--- src/rtl/percent_codec_defines.svh ---
// Assertion macros shared by the percent codec RTL.
`ifndef PERCENT_CODEC_DEFINES_SVH
`define PERCENT_CODEC_DEFINES_SVH
`ifndef SYNTH
// Property that must hold at every clock edge outside reset.
`define PC_ASSERT_HOLD(label, prop, msg) \
  label: assert property (@(posedge clk) disable iff (!rst_n) (prop)) else $error(msg);
// Property whose consequent must hold in the cycle after the antecedent.
`define PC_ASSERT_NEXT(label, ante, cons, msg) \
  label: assert property (@(posedge clk) disable iff (!rst_n) (ante) |=> (cons)) \
    else $error(msg);
`else
`define PC_ASSERT_HOLD(label, prop, msg)
`define PC_ASSERT_NEXT(label, ante, cons, msg)
`endif
`endif

--- src/rtl/pc_pkg.sv ---
// Shared types, constants and character helpers of the percent codec.
`default_nettype none
package pc_pkg;

  localparam int QUEUE_DEPTH = 2;

  localparam logic MODE_ENCODE = 1'b0;
  localparam logic MODE_DECODE = 1'b1;

  localparam logic [7:0] CHAR_PERCENT = 8'h25;
  localparam logic [7:0] CHAR_UNDERSCORE = 8'h5F;

  // One classified item: up to three result bytes, sent b0 first.
  typedef struct packed {
    logic [1:0] cnt;
    logic       last;
    logic [7:0] b0;
    logic [7:0] b1;
    logic [7:0] b2;
  } job_t;

  function automatic logic is_hex(input logic [7:0] c);
    return (c >= 8'h30 && c <= 8'h39) || (c >= 8'h61 && c <= 8'h66) ||
           (c >= 8'h41 && c <= 8'h46);
  endfunction

  // Letters, digits and underscore pass through the encoder unchanged.
  function automatic logic is_plain(input logic [7:0] c);
    return (c >= 8'h61 && c <= 8'h7A) || (c >= 8'h41 && c <= 8'h5A) ||
           (c >= 8'h30 && c <= 8'h39) || (c == CHAR_UNDERSCORE);
  endfunction

  // Digits map to their low nibble; letters of either case to nibble plus nine.
  function automatic logic [3:0] hex_val(input logic [7:0] c);
    return (c <= 8'h39) ? c[3:0] : c[3:0] + 4'd9;
  endfunction

  function automatic logic [7:0] hex_char(input logic [3:0] v);
    return (v < 4'd10) ? 8'h30 + {4'h0, v} : 8'h37 + {4'h0, v};
  endfunction

endpackage
`default_nettype wire

--- src/rtl/pc_in_if.sv ---
// Input item channel of the percent codec.
`default_nettype none
interface pc_in_if;
  logic       valid;
  logic       ready;
  logic [7:0] in_byte;
  logic       in_last;

  modport source (output valid, output in_byte, output in_last, input ready);
  modport sink (input valid, input in_byte, input in_last, output ready);
endinterface
`default_nettype wire

--- src/rtl/pc_out_if.sv ---
// Result item channel of the percent codec.
`default_nettype none
interface pc_out_if;
  logic       valid;
  logic       ready;
  logic [7:0] out_byte;
  logic       out_last;

  modport source (output valid, output out_byte, output out_last, input ready);
  modport sink (input valid, input out_byte, input out_last, output ready);
endinterface
`default_nettype wire

--- src/rtl/pc_queue.sv ---
// Small job queue between the classifier and the serializer.
`default_nettype none
module pc_queue #(
  parameter int DEPTH = pc_pkg::QUEUE_DEPTH
) (
  input  wire logic        clk,
  input  wire logic        rst_n,
  input  wire logic        push,
  input  pc_pkg::job_t     push_job,
  input  wire logic        pop,
  output pc_pkg::job_t     head_job,
  output logic             head_valid,
  output logic             full
);

  localparam int AW = (DEPTH > 1) ? $clog2(DEPTH) : 1;
  localparam int CW = $clog2(DEPTH + 1);
  localparam logic [AW-1:0] LAST_PTR = AW'(DEPTH - 1);
  localparam logic [CW-1:0] FULL_CNT = CW'(DEPTH);

  pc_pkg::job_t  slot_r [DEPTH];
  logic [AW-1:0] wr_ptr_r, wr_ptr_nxt;
  logic [AW-1:0] rd_ptr_r, rd_ptr_nxt;
  logic [CW-1:0] count_r, count_nxt;

  assign head_job   = slot_r[rd_ptr_r];
  assign head_valid = (count_r != '0);
  assign full       = (count_r == FULL_CNT);

  // Pointer wrap and occupancy.
  always_comb begin
    wr_ptr_nxt = wr_ptr_r;
    rd_ptr_nxt = rd_ptr_r;
    count_nxt  = count_r;
    if (push) begin
      wr_ptr_nxt = (wr_ptr_r == LAST_PTR) ? '0 : wr_ptr_r + 1'b1;
    end
    if (pop) begin
      rd_ptr_nxt = (rd_ptr_r == LAST_PTR) ? '0 : rd_ptr_r + 1'b1;
    end
    if (push && !pop) begin
      count_nxt = count_r + 1'b1;
    end else if (pop && !push) begin
      count_nxt = count_r - 1'b1;
    end
  end

  always_ff @(posedge clk) begin
    if (!rst_n) begin
      wr_ptr_r <= '0;
      rd_ptr_r <= '0;
      count_r  <= '0;
    end else begin
      wr_ptr_r <= wr_ptr_nxt;
      rd_ptr_r <= rd_ptr_nxt;
      count_r  <= count_nxt;
    end
  end

  // Slot storage needs no reset.
  always_ff @(posedge clk) begin
    if (push) begin
      slot_r[wr_ptr_r] <= push_job;
    end
  end

endmodule
`default_nettype wire

--- src/rtl/pc_front.sv ---
// Front end: accepts input items, tracks escape state and classifies each item.
`default_nettype none
`include "percent_codec_defines.svh"
module pc_front (
  input  wire logic    clk,
  input  wire logic    rst_n,
  input  wire logic    cfg_we,
  input  wire logic    cfg_wdata,
  pc_in_if.sink        in_ch,
  input  wire logic    queue_full,
  output logic         push,
  output pc_pkg::job_t push_job
);

  typedef enum logic [1:0] {
    PH_IDLE  = 2'd0,
    PH_PCT   = 2'd1,
    PH_DIGIT = 2'd2
  } phase_t;

  logic       mode_r, mode_nxt;
  phase_t     phase_r, phase_nxt;
  logic [7:0] held_r, held_nxt;

  logic       accept;
  logic [7:0] b;
  logic       last;
  logic       b_hex;
  logic       idle_emit;
  logic [7:0] decoded;

  assign in_ch.ready = !queue_full;
  assign accept      = in_ch.valid && in_ch.ready;
  assign b           = in_ch.in_byte;
  assign last        = in_ch.in_last;
  assign b_hex       = pc_pkg::is_hex(b);
  // A percent sign that is not the final byte opens an escape and is held back.
  assign idle_emit   = !((b == pc_pkg::CHAR_PERCENT) && !last);
  assign decoded     = {pc_pkg::hex_val(held_r), pc_pkg::hex_val(b)};

  // Classification of the incoming item and next escape state.
  always_comb begin
    push_job      = '0;
    push_job.last = last;
    phase_nxt     = phase_r;
    held_nxt      = held_r;
    mode_nxt      = mode_r;
    if (mode_r == pc_pkg::MODE_ENCODE) begin
      if (pc_pkg::is_plain(b)) begin
        push_job.cnt = 2'd1;
        push_job.b0  = b;
      end else begin
        push_job.cnt = 2'd3;
        push_job.b0  = pc_pkg::CHAR_PERCENT;
        push_job.b1  = pc_pkg::hex_char(b[7:4]);
        push_job.b2  = pc_pkg::hex_char(b[3:0]);
      end
    end else begin
      case (phase_r)
        PH_PCT: begin
          if (b_hex && !last) begin
            push_job.cnt = 2'd0;
            phase_nxt    = PH_DIGIT;
            held_nxt     = b;
          end else begin
            push_job.b0  = pc_pkg::CHAR_PERCENT;
            push_job.b1  = b;
            push_job.cnt = idle_emit ? 2'd2 : 2'd1;
            phase_nxt    = idle_emit ? PH_IDLE : PH_PCT;
          end
        end
        PH_DIGIT: begin
          if (b_hex) begin
            push_job.cnt = 2'd1;
            push_job.b0  = decoded;
            phase_nxt    = PH_IDLE;
          end else begin
            push_job.b0  = pc_pkg::CHAR_PERCENT;
            push_job.b1  = held_r;
            push_job.b2  = b;
            push_job.cnt = idle_emit ? 2'd3 : 2'd2;
            phase_nxt    = idle_emit ? PH_IDLE : PH_PCT;
          end
        end
        default: begin
          push_job.b0  = b;
          push_job.cnt = idle_emit ? 2'd1 : 2'd0;
          phase_nxt    = idle_emit ? PH_IDLE : PH_PCT;
        end
      endcase
    end
    if (!accept) begin
      phase_nxt = phase_r;
      held_nxt  = held_r;
    end
    // A mode write drops any pending escape.
    if (cfg_we) begin
      mode_nxt  = cfg_wdata;
      phase_nxt = PH_IDLE;
      held_nxt  = '0;
    end
  end

  // Items that produce no result bytes never enter the queue.
  assign push = accept && (push_job.cnt != 2'd0);

  always_ff @(posedge clk) begin
    if (!rst_n) begin
      mode_r  <= pc_pkg::MODE_ENCODE;
      phase_r <= PH_IDLE;
      held_r  <= '0;
    end else begin
      mode_r  <= mode_nxt;
      phase_r <= phase_nxt;
      held_r  <= held_nxt;
    end
  end

  `PC_ASSERT_HOLD(a_pending_only_decode, (phase_r == PH_IDLE) || (mode_r == pc_pkg::MODE_DECODE), "escape pending in encode mode")
  `PC_ASSERT_NEXT(a_cfg_clears, cfg_we, (phase_r == PH_IDLE) && (held_r == 8'h00), "mode write left escape state")
  `PC_ASSERT_HOLD(a_held_is_hex, (phase_r != PH_DIGIT) || pc_pkg::is_hex(held_r), "held digit is not hex")

endmodule
`default_nettype wire

--- src/rtl/pc_back.sv ---
// Back end: serializes queued jobs into result items through an output register.
`default_nettype none
`include "percent_codec_defines.svh"
module pc_back (
  input  wire logic    clk,
  input  wire logic    rst_n,
  input  pc_pkg::job_t head_job,
  input  wire logic    head_valid,
  output logic         pop,
  pc_out_if.source     out_ch
);

  logic       out_valid_r, out_valid_nxt;
  logic [7:0] out_byte_r, out_byte_nxt;
  logic       out_last_r, out_last_nxt;
  logic [1:0] idx_r, idx_nxt;

  logic       load;
  logic       final_byte;
  logic [7:0] sel_byte;

  assign out_ch.valid    = out_valid_r;
  assign out_ch.out_byte = out_byte_r;
  assign out_ch.out_last = out_last_r;

  // The output register takes a new byte when empty or being drained.
  assign load       = !out_valid_r || out_ch.ready;
  assign final_byte = (idx_r == head_job.cnt - 2'd1);
  assign pop        = load && head_valid && final_byte;

  always_comb begin
    case (idx_r)
      2'd0:    sel_byte = head_job.b0;
      2'd1:    sel_byte = head_job.b1;
      default: sel_byte = head_job.b2;
    endcase
  end

  // Step through the bytes of the head job, one per cycle unless the output stalls.
  always_comb begin
    out_valid_nxt = out_valid_r;
    out_byte_nxt  = out_byte_r;
    out_last_nxt  = out_last_r;
    idx_nxt       = idx_r;
    if (load) begin
      out_valid_nxt = head_valid;
      if (head_valid) begin
        out_byte_nxt = sel_byte;
        out_last_nxt = head_job.last && final_byte;
        idx_nxt      = final_byte ? 2'd0 : idx_r + 2'd1;
      end
    end
  end

  always_ff @(posedge clk) begin
    if (!rst_n) begin
      out_valid_r <= 1'b0;
      idx_r       <= '0;
    end else begin
      out_valid_r <= out_valid_nxt;
      idx_r       <= idx_nxt;
    end
  end

  always_ff @(posedge clk) begin
    out_byte_r <= out_byte_nxt;
    out_last_r <= out_last_nxt;
  end

  `PC_ASSERT_HOLD(a_mid_job_head, (idx_r == 2'd0) || (head_valid && (idx_r < head_job.cnt)), "partial job lost its queue head")
  `PC_ASSERT_HOLD(a_pop_valid, !pop || head_valid, "pop from empty queue")
  `PC_ASSERT_NEXT(a_load_shows, load && head_valid, out_valid_r, "loaded byte not presented")

endmodule
`default_nettype wire

--- src/rtl/percent_codec.sv ---
// Top level of the percent codec: classifier, job queue and serializer.
//
//   channel   direction   payload               handshake
//   in_ch     sink        in_byte[8], in_last   valid / ready
//   out_ch    source      out_byte[8], out_last valid / ready
//   cfg       write only  cfg_wdata[1] (mode)   cfg_we
//
// Each item yields zero to three result bytes; the serializer sends one byte
// per cycle unless out_ch stalls, and an encoded escape is sent as three bytes.
// An item is accepted whenever the job queue has room; its result bytes pass
// through the job queue and then the output register before they are presented.
// Synchronous reset clears the queue, the output register and selects encode.
// An output stall fills the queue, which then holds in_ch.ready low.
`default_nettype none
module percent_codec #(
  parameter int QUEUE_DEPTH = pc_pkg::QUEUE_DEPTH
) (
  input  wire logic clk,
  input  wire logic rst_n,
  input  wire logic cfg_we,
  input  wire logic cfg_wdata,
  pc_in_if.sink     in_ch,
  pc_out_if.source  out_ch
);

  pc_pkg::job_t push_job;
  pc_pkg::job_t head_job;
  logic         push;
  logic         pop;
  logic         head_valid;
  logic         queue_full;

  pc_front u_front (
    .clk        (clk),
    .rst_n      (rst_n),
    .cfg_we     (cfg_we),
    .cfg_wdata  (cfg_wdata),
    .in_ch      (in_ch),
    .queue_full (queue_full),
    .push       (push),
    .push_job   (push_job)
  );

  pc_queue #(
    .DEPTH (QUEUE_DEPTH)
  ) u_queue (
    .clk        (clk),
    .rst_n      (rst_n),
    .push       (push),
    .push_job   (push_job),
    .pop        (pop),
    .head_job   (head_job),
    .head_valid (head_valid),
    .full       (queue_full)
  );

  pc_back u_back (
    .clk        (clk),
    .rst_n      (rst_n),
    .head_job   (head_job),
    .head_valid (head_valid),
    .pop        (pop),
    .out_ch     (out_ch)
  );

endmodule
`default_nettype wire
--- src/flat_wrapper.sv ---
// flat-port wrapper written by rule: the top's interface ports become plain ports
module percent_codec_flat 
#(
  parameter int QUEUE_DEPTH = pc_pkg::QUEUE_DEPTH
)
  (clk, rst_n, cfg_we, cfg_wdata, in_ch_valid, in_ch_in_byte, in_ch_in_last, in_ch_ready, out_ch_valid, out_ch_out_byte, out_ch_out_last, out_ch_ready);
  pc_in_if in_ch_i ();
  pc_out_if out_ch_i ();
  input  wire logic clk;
  input  wire logic rst_n;
  input  wire logic cfg_we;
  input  wire logic cfg_wdata;
  input wire logic [$bits(in_ch_i.valid)-1:0] in_ch_valid;
  input wire logic [$bits(in_ch_i.in_byte)-1:0] in_ch_in_byte;
  input wire logic [$bits(in_ch_i.in_last)-1:0] in_ch_in_last;
  output wire logic [$bits(in_ch_i.ready)-1:0] in_ch_ready;
  output wire logic [$bits(out_ch_i.valid)-1:0] out_ch_valid;
  output wire logic [$bits(out_ch_i.out_byte)-1:0] out_ch_out_byte;
  output wire logic [$bits(out_ch_i.out_last)-1:0] out_ch_out_last;
  input wire logic [$bits(out_ch_i.ready)-1:0] out_ch_ready;
  assign in_ch_i.valid = in_ch_valid;
  assign in_ch_i.in_byte = in_ch_in_byte;
  assign in_ch_i.in_last = in_ch_in_last;
  assign in_ch_ready = in_ch_i.ready;
  assign out_ch_valid = out_ch_i.valid;
  assign out_ch_out_byte = out_ch_i.out_byte;
  assign out_ch_out_last = out_ch_i.out_last;
  assign out_ch_i.ready = out_ch_ready;
  percent_codec #(.QUEUE_DEPTH(QUEUE_DEPTH)) u_core (.clk(clk), .rst_n(rst_n), .cfg_we(cfg_we), .cfg_wdata(cfg_wdata), .in_ch(in_ch_i), .out_ch(out_ch_i));
endmodule
--- config.mk ---
export PLATFORM = sky130hd
export DESIGN_NAME = percent_codec_flat
export DESIGN_NICKNAME = d
export VERILOG_FILES = /design/src/rtl/pc_pkg.sv /design/src/rtl/pc_in_if.sv /design/src/rtl/pc_out_if.sv /design/src/rtl/pc_queue.sv /design/src/rtl/pc_front.sv /design/src/rtl/pc_back.sv /design/src/rtl/percent_codec.sv /design/src/flat_wrapper.sv
export VERILOG_INCLUDE_DIRS = /design/src /design/src/rtl
export SDC_FILE = /design/constraint.sdc
export NUM_CORES = 1
export LEC_CHECK = 0
export ABC_AREA = 1
export BUFFER_PORTS_ARGS = -buffer_cell sky130_fd_sc_hd__buf_2
export CAP_MARGIN = 20
export CORE_UTILIZATION = 30
export DETAILED_ROUTE_END_ITERATION = 8
export SLEW_MARGIN = 5
export SYNTH_ARGS = -nofsm -noshare
export SYNTH_HDL_FRONTEND = slang
export SYNTH_HIERARCHICAL = 1
export SYNTH_SLANG_ARGS = --single-unit
--- constraint.sdc ---
create_clock -name clk -period 5.47 [get_ports clk]
set_clock_uncertainty 0.15 [all_clocks]
set_input_delay 1.094 -clock clk [delete_from_list [all_inputs] [get_ports clk]]
set_output_delay 1.094 -clock clk [all_outputs]
set_load 0.005 [all_outputs]
==> results of run 1 <==
[critical path: cells and delay by family]
family	cells	cell delay, ps
and+or+nand+nor	11	1140
buffers and inverters	5	1080
adders and majority gates	1	330
AOI/OAI and AO/OA	1	140
[metal layers]
layer	vias to the layer above	routed length [um]	global-route usage, %	share of wire [%]
met3	20	525	2.18	4.8
met1	1648	5010	18.8	46
met2	107	5110	22.7	47
met4	0	307	7.00	2.8
li1	1693	-	-	-
met5	-	0	0	0
[state kept, by name (all words and copies together) (netlist names), 2 cells and up, named ones only]
name                           count
u_core/u_queue/slot_r             54
u_core/u_back/out_ch.out_byte      8
u_core/u_front/held_r              8
u_core/u_back/idx_r                2
u_core/u_front/phase_r             2
u_core/u_queue/count_r             2
[cells in the mapped netlist (all sizes together)]
library cell / count
a211oi: 2
a21boi: 2
a21oi: 26
a22oi: 8
buf: 11
clkbuf: 3
clkinv: 2
dfxtp: 19
edfxtp: 63
ha: 17
inv: 59
mux2: 27
nand2: 96
nand3: 27
nand3b: 2
nand4: 6
nor2: 41
nor3: 7
o211ai: 5
o21ai: 31
o21bai: 1
o221ai: 6
o22ai: 4
o31ai: 3
o41ai: 1
xor2: 4
[final cells by class]
type / instances / share of cell area (%)
inverter: 61 / 4.40
tap: 211 / 4.97
clock inverter: 4 / 0.471
sequential: 82 / 42.7
clock buffer: 12 / 5.65
multi-input combinational: 316 / 38.8
timing repair buffer: 29 / 2.92
[report_power, final]
part           total [uW]  leakage, uW  internal (uW)  switching [uW]
clock                 631     0.000167            391             240
sequential            866     0.000748            831            35.2
combinational         704      0.00121            284             420
total                2200      0.00212           1510             696
[logic make-up (layout without fill, tap and decap cells)]
| logic type | count (synthesis) | in the layout | share of synthesized area, % |
|---|---|---|---|
| simple gates | 179 | 179 | 19.3 |
| compound gates | 89 | 89 | 11.3 |
| flops | 82 | 82 | 48.3 |
| buf+inv | 75 | 106 | 7.82 |
| mux | 27 | 27 | 8.06 |
| fa+ha+maj | 17 | 17 | 4.52 |
| xor+xnor | 4 | 4 | 0.745 |
[worst min-delay path by stage]
stage                               end                      from  cells after the start  slack (ps)
2_1_floorplan  u_core/u_front/held_r[7]  u_core/u_front/held_r[7]                      2         280
3_3_place_gp   u_core/u_front/held_r[7]  u_core/u_front/held_r[7]                      2         300
3_5_place_dp   u_core/u_front/held_r[7]  u_core/u_front/held_r[7]                      2         300
4_1_cts        u_core/u_front/held_r[7]  u_core/u_front/held_r[7]                      2         310
5_1_grt        u_core/u_front/held_r[7]  u_core/u_front/held_r[7]                      2         320
6_report       u_core/u_front/held_r[7]  u_core/u_front/held_r[7]                      2         310
[per-stage QoR]
| step | hold slack [ps] | total power [uW] |
|---|---|---|
| detailed placement | 301 | 1600 |
| CTS | 312 | 2230 |
| finish | 312 | 2200 |
| global placement | 299 | 1570 |
| floorplan | 283 | 1440 |
| global route | 325 | 2330 |
==> qor.csv, run 1 <==
metric,value,unit
wirelength,11000,um
reg2reg_setup_slack,2470,ps
crit_top_cell,nor2_1,
synth_top_area_cell,edfxtp_1,
worstHoldPathType,flip-flop to flip-flop,
antenna_found_initial,0,
core_area,15300,um^2
utilization,34.8,%
seq_area_frac_synth,48.3,%
vdd_drop_max,0.171,mV
num_io_pins,26,
cts-buffers-inserted,9,
post-route-drc-count,0,
crit_chain,buf_2 > clkinv_1 > ha_1 > nand2_1 > nand2_1 > nor2_2 > nor2_4 > a21oi_1 > nand3_1 > nor2_1 > buf_4 > nor2_1 > nand2_2 > nor2_1 > nor2_1 > inv_1 > nor2_2 > buf_4,
via_count,3468,
place.port_buffers,25,
drive_gt1_share,21.6,%
row_count,45,
clockRootBuffer,clkbuf_16,
netlist_area,4700,um^2
worstPathArrival,3800,ps
multiInputGateArea,2060,um^2
slowest_stage,buf_4,
final_area,5320,um^2
r2r_start,u_core/u_front/mode_r,
grt_pass1_vias,3323,
max_cap_viol_count,0,
ys_types,42,
area_growth,13.0,%
hpwl,8080,um
synthCells,473,
final_common_cell,nand2_1,
post_cts_buffers,0,
worst_setup_path_start_kind,input port,
worst_slew_margin_rel,58.8,%
critical_path_class,input port to flip-flop,
first_pass_iters,6,
ys_ff_latch,82,
finalCriticalPeriod,3960,ps
clkTransAtPathRegs,60,ps
timing.fmax,253,MHz
overflow,0,
clk_path_buf_depth,2,
grtUsageTotal,14.2,%
wl_per_cell,15.3,um
placed_cells,699,
die_h,127,um
cts.sinks,82,
r2r-end,u_core/u_queue/slot_r[0][20],
r2r_cells,11,
post-place-ws,1150,ps
grt_first_pass_wirelength,17400,um
cp-end-kind,flip-flop,
postSynthAreaPerCell,9.94,um^2
slowest_delay,340,ps
cts_tree,done,
ant_nets,0,
stdcell_count,715,
grt_max_degree,28,
ctsResizeCount,0,
syn_nets,505,
crit_required,5310,ps
worst-path-max-fanout,27,
hold_viol_final,0,
rsz0062_at_grt,false,
yosysWarnings,6,
num_antenna_cells,0,
tightest_slew,618,ps
start_util,30.8,%
finalWorstSetupSlack,1510,ps
initialDrtViolationCount,411,
p_leak,0.00212,uW
htree_levels,3,
postCtsHoldBufs,0,
regArea,2270,um^2
powerDensity,414,nW/um^2
mostFrequentLayoutCells,"82 x nand2_1, 63 x edfxtp_1, 51 x inv_1",
vias_per_cell,4.85,
crit_start,in_ch_in_byte[0],
synthTopCellsByArea,"edfxtp_1 40%, dfxtp_1 8.1%, nand2_1 6.5%",
nNetsFinal,531,
fin_setup_tns,0,ps
endpoint,u_core/u_queue/slot_r[0][20],
status,completed,
die-area,16200,um^2
final.period_utilization,72.4,%
fp.dieW,127,um
post_dp_cell_area,4990,um^2
finalSetupViolations,0,
final_max_slew_viol_count,0,
n_fill_cell,1545,
synth_top_area_share,40.2,%
clk_latency,330,ps
gp_congestion,0.867,
(Power assumes the default switching activity.)
==> run 2: changes to the inputs <==
==> constraint.sdc (replaced) <==
create_clock -name clk -period 3.9 [get_ports clk]
set_clock_uncertainty 0.15 [all_clocks]
set_input_delay 0.78 -clock clk [delete_from_list [all_inputs] [get_ports clk]]
set_output_delay 0.78 -clock clk [all_outputs]
set_load 0.005 [all_outputs]
==> run 2 against run 1 <==
  * Design area is 0.14% higher
  * Register-to-register slack got worse by 1500 ps
  * Critical path depth did not move
  * Cell count increased by 0.56%
  * Via count rose by 3.0%
  * Core utilization barely moved
  * Combinational power up 42%
  * Non-clock buffer count increased by 4
  * Sequential power up 41%
  * Power rose by 36%
  * First-iteration DRC count down 5.1%
  * Sequential cell count is the same
  * Critical path type unchanged
==> qor.csv, run 2 (synthesis gave the netlist of run 1 again) <==
metric,value,unit,change
post-place-ws,262,ps,-884 ps
clkTransAtPathRegs,60,ps,about the same
hold_viol_final,0,,unchanged
start_util,30.8,%,unchanged
vias_per_cell,4.97,,+2.4%
post_cts_buffers,0,,unchanged
pwr-share-comb,33.3,%,+1.3 points
fp.dieW,127,um,unchanged
switchingPower,993,uW,+43%
drive_gt1_share,22.4,%,+0.81 points
cts-buffers-inserted,9,,unchanged
antenna_found_initial,0,,unchanged
hpwl,8160,um,+0.97%
worst_path_dominant_cell_family,simple AND/OR/NAND/NOR gates,,
fin_setup_tns,0,ps,unchanged
vdd_drop_max,0.210,mV,+23%
top_register,u_core/u_queue/slot_r,,
path_buf_inv,5,,unchanged
p_seq_share,40.7,%,+1.4 points
cts_tree,done,,
max_cap_viol_count,0,,unchanged
swShare,33.1,%,+1.5 points
rsz0062_at_grt,false,,
power_frac_clock,25.9,%,-2.8 points
ant_nets,0,,unchanged
die_h,127,um,unchanged
grt_max_degree,28,,unchanged
initialDrtViolationCount,390,,-5.1%
overflow,0,,unchanged
clk_latency,330,ps,about the same
clockRootBuffer,clkbuf_16,,
grt_pass1_vias,3384,,+1.8%
num_io_pins,26,,unchanged
grtUsageTotal,14.2,%,-0.073 points
final_common_cell,nand2_1,,
wl_per_cell,15.4,um,+0.61%
largest_register_ffs,54,,unchanged
postCtsHoldBufs,0,,unchanged
final_max_slew_viol_count,0,,unchanged
clk_path_buf_depth,2,,unchanged
ctsResizeCount,0,,unchanged
utilization,34.9,%,+0.049 points
final.period_utilization,86.1,%,
critical_path_class,input port to flip-flop,,
worst-path-max-fanout,27,,unchanged
cts.sinks,82,,unchanged
place.port_buffers,25,,unchanged
finalSetupViolations,0,,unchanged
wirelength,11100,um,+1.2%
finalCriticalPeriod,3360,ps,
gp_congestion,0.892,,+2.8%
worst_slew_margin_rel,59.2,%,+0.40 points
crit_chain,buf_2 > inv_1 > ha_1 > nand3_1 > o21bai_1 > nand2_1 > nand2_2 > nand3_4 > nand2_4 > nand3_4 > inv_2 > nand2_1 > nand2_2 > nor2_1 > nor2_1 > inv_1 > nor2_2 > buf_12,,
core_area,15300,um^2,unchanged
via_count,3571,,+3.0%
cp-end-kind,flip-flop,,
slowest_stage,ha_1,,
post-route-drc-count,0,,unchanged
crit_required,3780,ps,-1530 ps
intPower,2010,uW,+34%
grt_first_pass_wirelength,17400,um,-0.16%
row_count,45,,unchanged
p_leak,0.00211,uW,-0.53%
slowest_delay,280,ps,-60 ps
htree_levels,3,,unchanged
status,completed,,
worst_setup_path_start_kind,input port,,
die-area,16200,um^2,unchanged
mostFrequentLayoutCells,"82 x nand2_1, 63 x edfxtp_1, 50 x inv_1",,
tightest_slew,610,ps,-8.26 ps
area_growth,13.2,%,
worstHoldPathType,flip-flop to flip-flop,,
nNetsFinal,535,,+0.75%
finalWorstSetupSlack,543,ps,-968 ps
first_pass_iters,6,,unchanged
timing.fmax,298,MHz,
powerDensity,565,nW/um^2,+36%
worstPathArrival,3240,ps,-560 ps
num_antenna_cells,0,,unchanged
==> run 2: cell count changes in the layout (fill, tap and decap cells not counted), sizes merged <==
cell and change:
buf +4, clkbuf -3, clkinvlp +3, clkinv +2
inv -2
==> run 2: layout make-up <==
type                            count  area [um^2]
Fill cell                        1528         9940
Timing Repair Buffer               33          210
Tap cell                          211          264
Inverter                           61          234
Clock buffer                        9          225
Multi-Input combinational cell    316         2060
Clock inverter                      7         52.6
Sequential cell                    82         2270
==> run 2: per-layer routing <==
layer	GRT usage, %	up-vias	wire [um]
met4	6.79	0	373
met5	0	-	0
met2	22.5	146	5080
met3	2.30	38	594
li1	-	1693	-
met1	18.8	1694	5040
==> run 2: worst register-to-register path, cell delays in order (launching register included) <==
cell	delay [ps]
dfxtp_1	340
inv_1	60
ha_1	440
nor2_1	450
nand2_2	200
inv_2	120
nor2_1	50
nand2_2	80
nor2_1	50
nor2_1	210
inv_1	80
nor2_2	130
buf_12	210
==> run 2: worst paths after layout <==
kind,start,endpoint,slack [ps],depth (start not counted)
worst max-delay path,in_ch_in_byte[4],u_core/u_queue/slot_r[0][7],540,18
worst min-delay path,u_core/u_front/held_r[7],u_core/u_front/held_r[7],310,2
worst max register to register,u_core/u_front/phase_r[0],u_core/u_queue/slot_r[0][7],1010,12
worst min register to register,u_core/u_front/held_r[7],u_core/u_front/held_r[7],310,2
==> run 2: through the flow <==
stage	instance area [um^2]	hold slack [ps]	cells	total power (uW)
after floorplan	4700	283	473	2020
after global placement	5040	297	703	2220
after detailed placement	5040	297	703	2250
after CTS	5320	309	719	3040
after global routing	5320	341	719	3180
final	5320	309	719	3010
==> run 2: power groups by stage <==
stage / clock network (uW) / logic [uW] / registers [uW]
after floorplan: 0 / 781 / 1240
after global routing: 832 / 1110 / 1240
after global placement: 0 / 987 / 1240
after CTS: 799 / 1010 / 1230
after detailed placement: 0 / 1000 / 1250
final: 779 / 1000 / 1220
==> run 3: changes to the inputs <==
==> constraint.sdc (replaced) <==
create_clock -name clk -period 3.9 [get_ports clk]
set_clock_uncertainty 0.15 [all_clocks]
set_input_delay 0.39 -clock clk [delete_from_list [all_inputs] [get_ports clk]]
set_output_delay 0.39 -clock clk [all_outputs]
set_load 0.005 [all_outputs]
==> run 3 against run 2 <==
  * Design area rose by 0.40%
  * Die area did not move
  * Worst hold slack got worse by 160 ps
  * Non-clock buffer count fell by 2
  * Core utilization rose by 0.14 points
  * Power rose by 3.9%
  * Critical path type unchanged
  * Combinational power barely moved
  * Cell count fell by 0.28%
  * Sequential power barely moved
  * Fmax rose by 3.1%
  * Register-to-register slack got worse by 110 ps
==> qor.csv, run 3 (synthesis gave the netlist of run 1 again) <==
metric,value,unit,change
pwr-share-comb,31.2,%,-2.1 points
grtUsageTotal,14.4,%,+0.22 points
first_pass_iters,5,,-1
clk_path_buf_depth,2,,unchanged
gp_congestion,0.900,,+0.98%
vdd_drop_max,0.204,mV,-2.7%
nNetsFinal,533,,-0.37%
tightest_slew,583,ps,-26.9 ps
worstHoldPathType,input port to flip-flop,,
place.port_buffers,25,,unchanged
worst_slew_margin_rel,61.1,%,+1.9 points
die-area,16200,um^2,unchanged
crit_required,3740,ps,-40 ps
worstPathArrival,3100,ps,-140 ps
antenna_found_initial,0,,unchanged
crit_start,in_ch_in_byte[0],,
status,completed,,
p_leak,0.00212,uW,+0.48%
power_frac_clock,29.2,%,+3.3 points
wirelength,11000,um,-0.77%
wl_met2,5210,um,+2.5%
grt_pass1_vias,3450,,+2.0%
clkTransAtPathRegs,60,ps,about the same
cts-buffers-inserted,9,,unchanged
swShare,31.5,%,-1.6 points
top_register,u_core/u_queue/slot_r,,
r2r-end,u_core/u_queue/slot_r[1][12],,
ctsResizeCount,0,,unchanged
top_layer,met4,,
worst_setup_path_start_kind,input port,,
hpwl,8090,um,-0.85%
grt_max_degree,28,,unchanged
final_common_cell,nand2_1,,
grt_first_pass_wirelength,17900,um,+2.8%
reg2reg_setup_slack,900,ps,-110 ps
core_area,15300,um^2,unchanged
finalWorstSetupSlack,642,ps,+99.6 ps
ant_nets,0,,unchanged
finalSetupViolations,0,,unchanged
finalCriticalPeriod,3260,ps,-99.6 ps
intPower,2140,uW,+6.3%
clk_latency,330,ps,about the same
htree_levels,3,,unchanged
holdWs,149,ps,-160 ps
die_h,127,um,unchanged
dr_wl_met3,545,um,-8.2%
rsz0062_at_grt,false,,
final.period_utilization,83.5,%,-2.6 points
cts.sinks,82,,unchanged
num_io_pins,26,,unchanged
r2r_cells,12,,unchanged
multiInputGateArea,2060,um^2,unchanged
row_count,45,,unchanged
wl_met1,4980,um,-1.1%
initialDrtViolationCount,398,,+2.1%
fin_setup_tns,0,ps,unchanged
post-place-ws,382,ps,+121 ps
post_dp_cell_area,5020,um^2,-0.55%
num_antenna_cells,0,,unchanged
powerDensity,584,nW/um^2,+3.5%
endpoint,u_core/u_queue/slot_r[1][12],,
final_area,5340,um^2,+0.40%
post_cts_buffers,0,,unchanged
vias_per_cell,4.92,,-0.93%
drive_gt1_share,22.1,%,-0.31 points
start_util,30.8,%,unchanged
cts_tree,done,,
p_seq_share,39.5,%,-1.2 points
mostFrequentLayoutCells,"82 x nand2_1, 63 x edfxtp_1, 50 x inv_1",,
r2r_start,u_core/u_front/phase_r[0],,
timing.fmax,307,MHz,+3.1%
hold_viol_final,0,,unchanged
switchingPower,983,uW,-1.1%
n_fill_cell,1506,,-1.4%
wl_per_cell,15.3,um,-0.49%
area_growth,13.7,%,
post-route-drc-count,0,,unchanged
cp-end-kind,flip-flop,,
max_cap_viol_count,0,,unchanged
clockRootBuffer,clkbuf_16,,
via_count,3528,,-1.2%
regArea,2270,um^2,unchanged
power.total,3120,uW,+3.9%
overflow,0,,unchanged
critical_path_class,input port to flip-flop,,
final_max_slew_viol_count,0,,unchanged
worst-path-max-fanout,27,,unchanged
largest_register_ffs,54,,unchanged
fp.dieW,127,um,unchanged
postCtsHoldBufs,0,,unchanged
==> run 3: worst min-delay path by stage <==
stage,to,slack [ps],cells past startpoint,from
finish,u_core/u_front/mode_r,150,3,cfg_wdata
global route,u_core/u_front/mode_r,190,3,cfg_wdata
CTS,u_core/u_front/mode_r,140,3,cfg_wdata
detailed placement,u_core/u_front/held_r[7],310,2,u_core/u_front/held_r[7]
global placement,u_core/u_front/held_r[7],300,2,u_core/u_front/held_r[7]
floorplan,u_core/u_front/held_r[7],280,2,u_core/u_front/held_r[7]
==> run 3: worst max-delay path, cell delays in order <==
cell,delay (ps)
buf_2,170
clkinv_1,280
ha_1,320
nand2_1,90
nand2_1,80
nor2_2,160
nor2_4,60
nand2_2,110
nand3_4,140
nand2_4,140
nand3_4,140
inv_2,90
nand2_1,60
nand2_2,70
nor2_1,50
nor2_1,210
nand2_1,120
inv_1,60
buf_4,330
==> run 3: per-layer routing <==
metal	vias to the layer above	GRT usage (%)
li1	1686	-
met1	1706	19.0
met2	116	24.0
met3	20	1.13
met4	0	6.79
met5	-	0
==> run 3: through the flow <==
step | instances | utilization (%)
2_1_floorplan | 473 | -
3_5_place_dp | 701 | 32.9
5_1_grt | 717 | 35.0
6_report | 717 | 35.0
3_3_place_gp | 701 | 32.9
4_1_cts | 717 | 35.0
==> run 3: cell type report <==
type	instances	share of cell area, %
clock inverters	7	1.90
well taps	211	4.94
multi-input cells	316	38.6
repair buffers	31	3.42
clock buffers	9	4.21
flip-flops and latches	82	42.5
inverters	61	4.38
==> run 3: power by group through the flow <==
stage / Clock, uW / Combinational, uW / Sequential (uW)
6_report: 913 / 975 / 1230
5_1_grt: 964 / 1090 / 1250
4_1_cts: 931 / 987 / 1240
3_5_place_dp: 0 / 983 / 1260
3_3_place_gp: 0 / 968 / 1250
2_1_floorplan: 0 / 780 / 1240
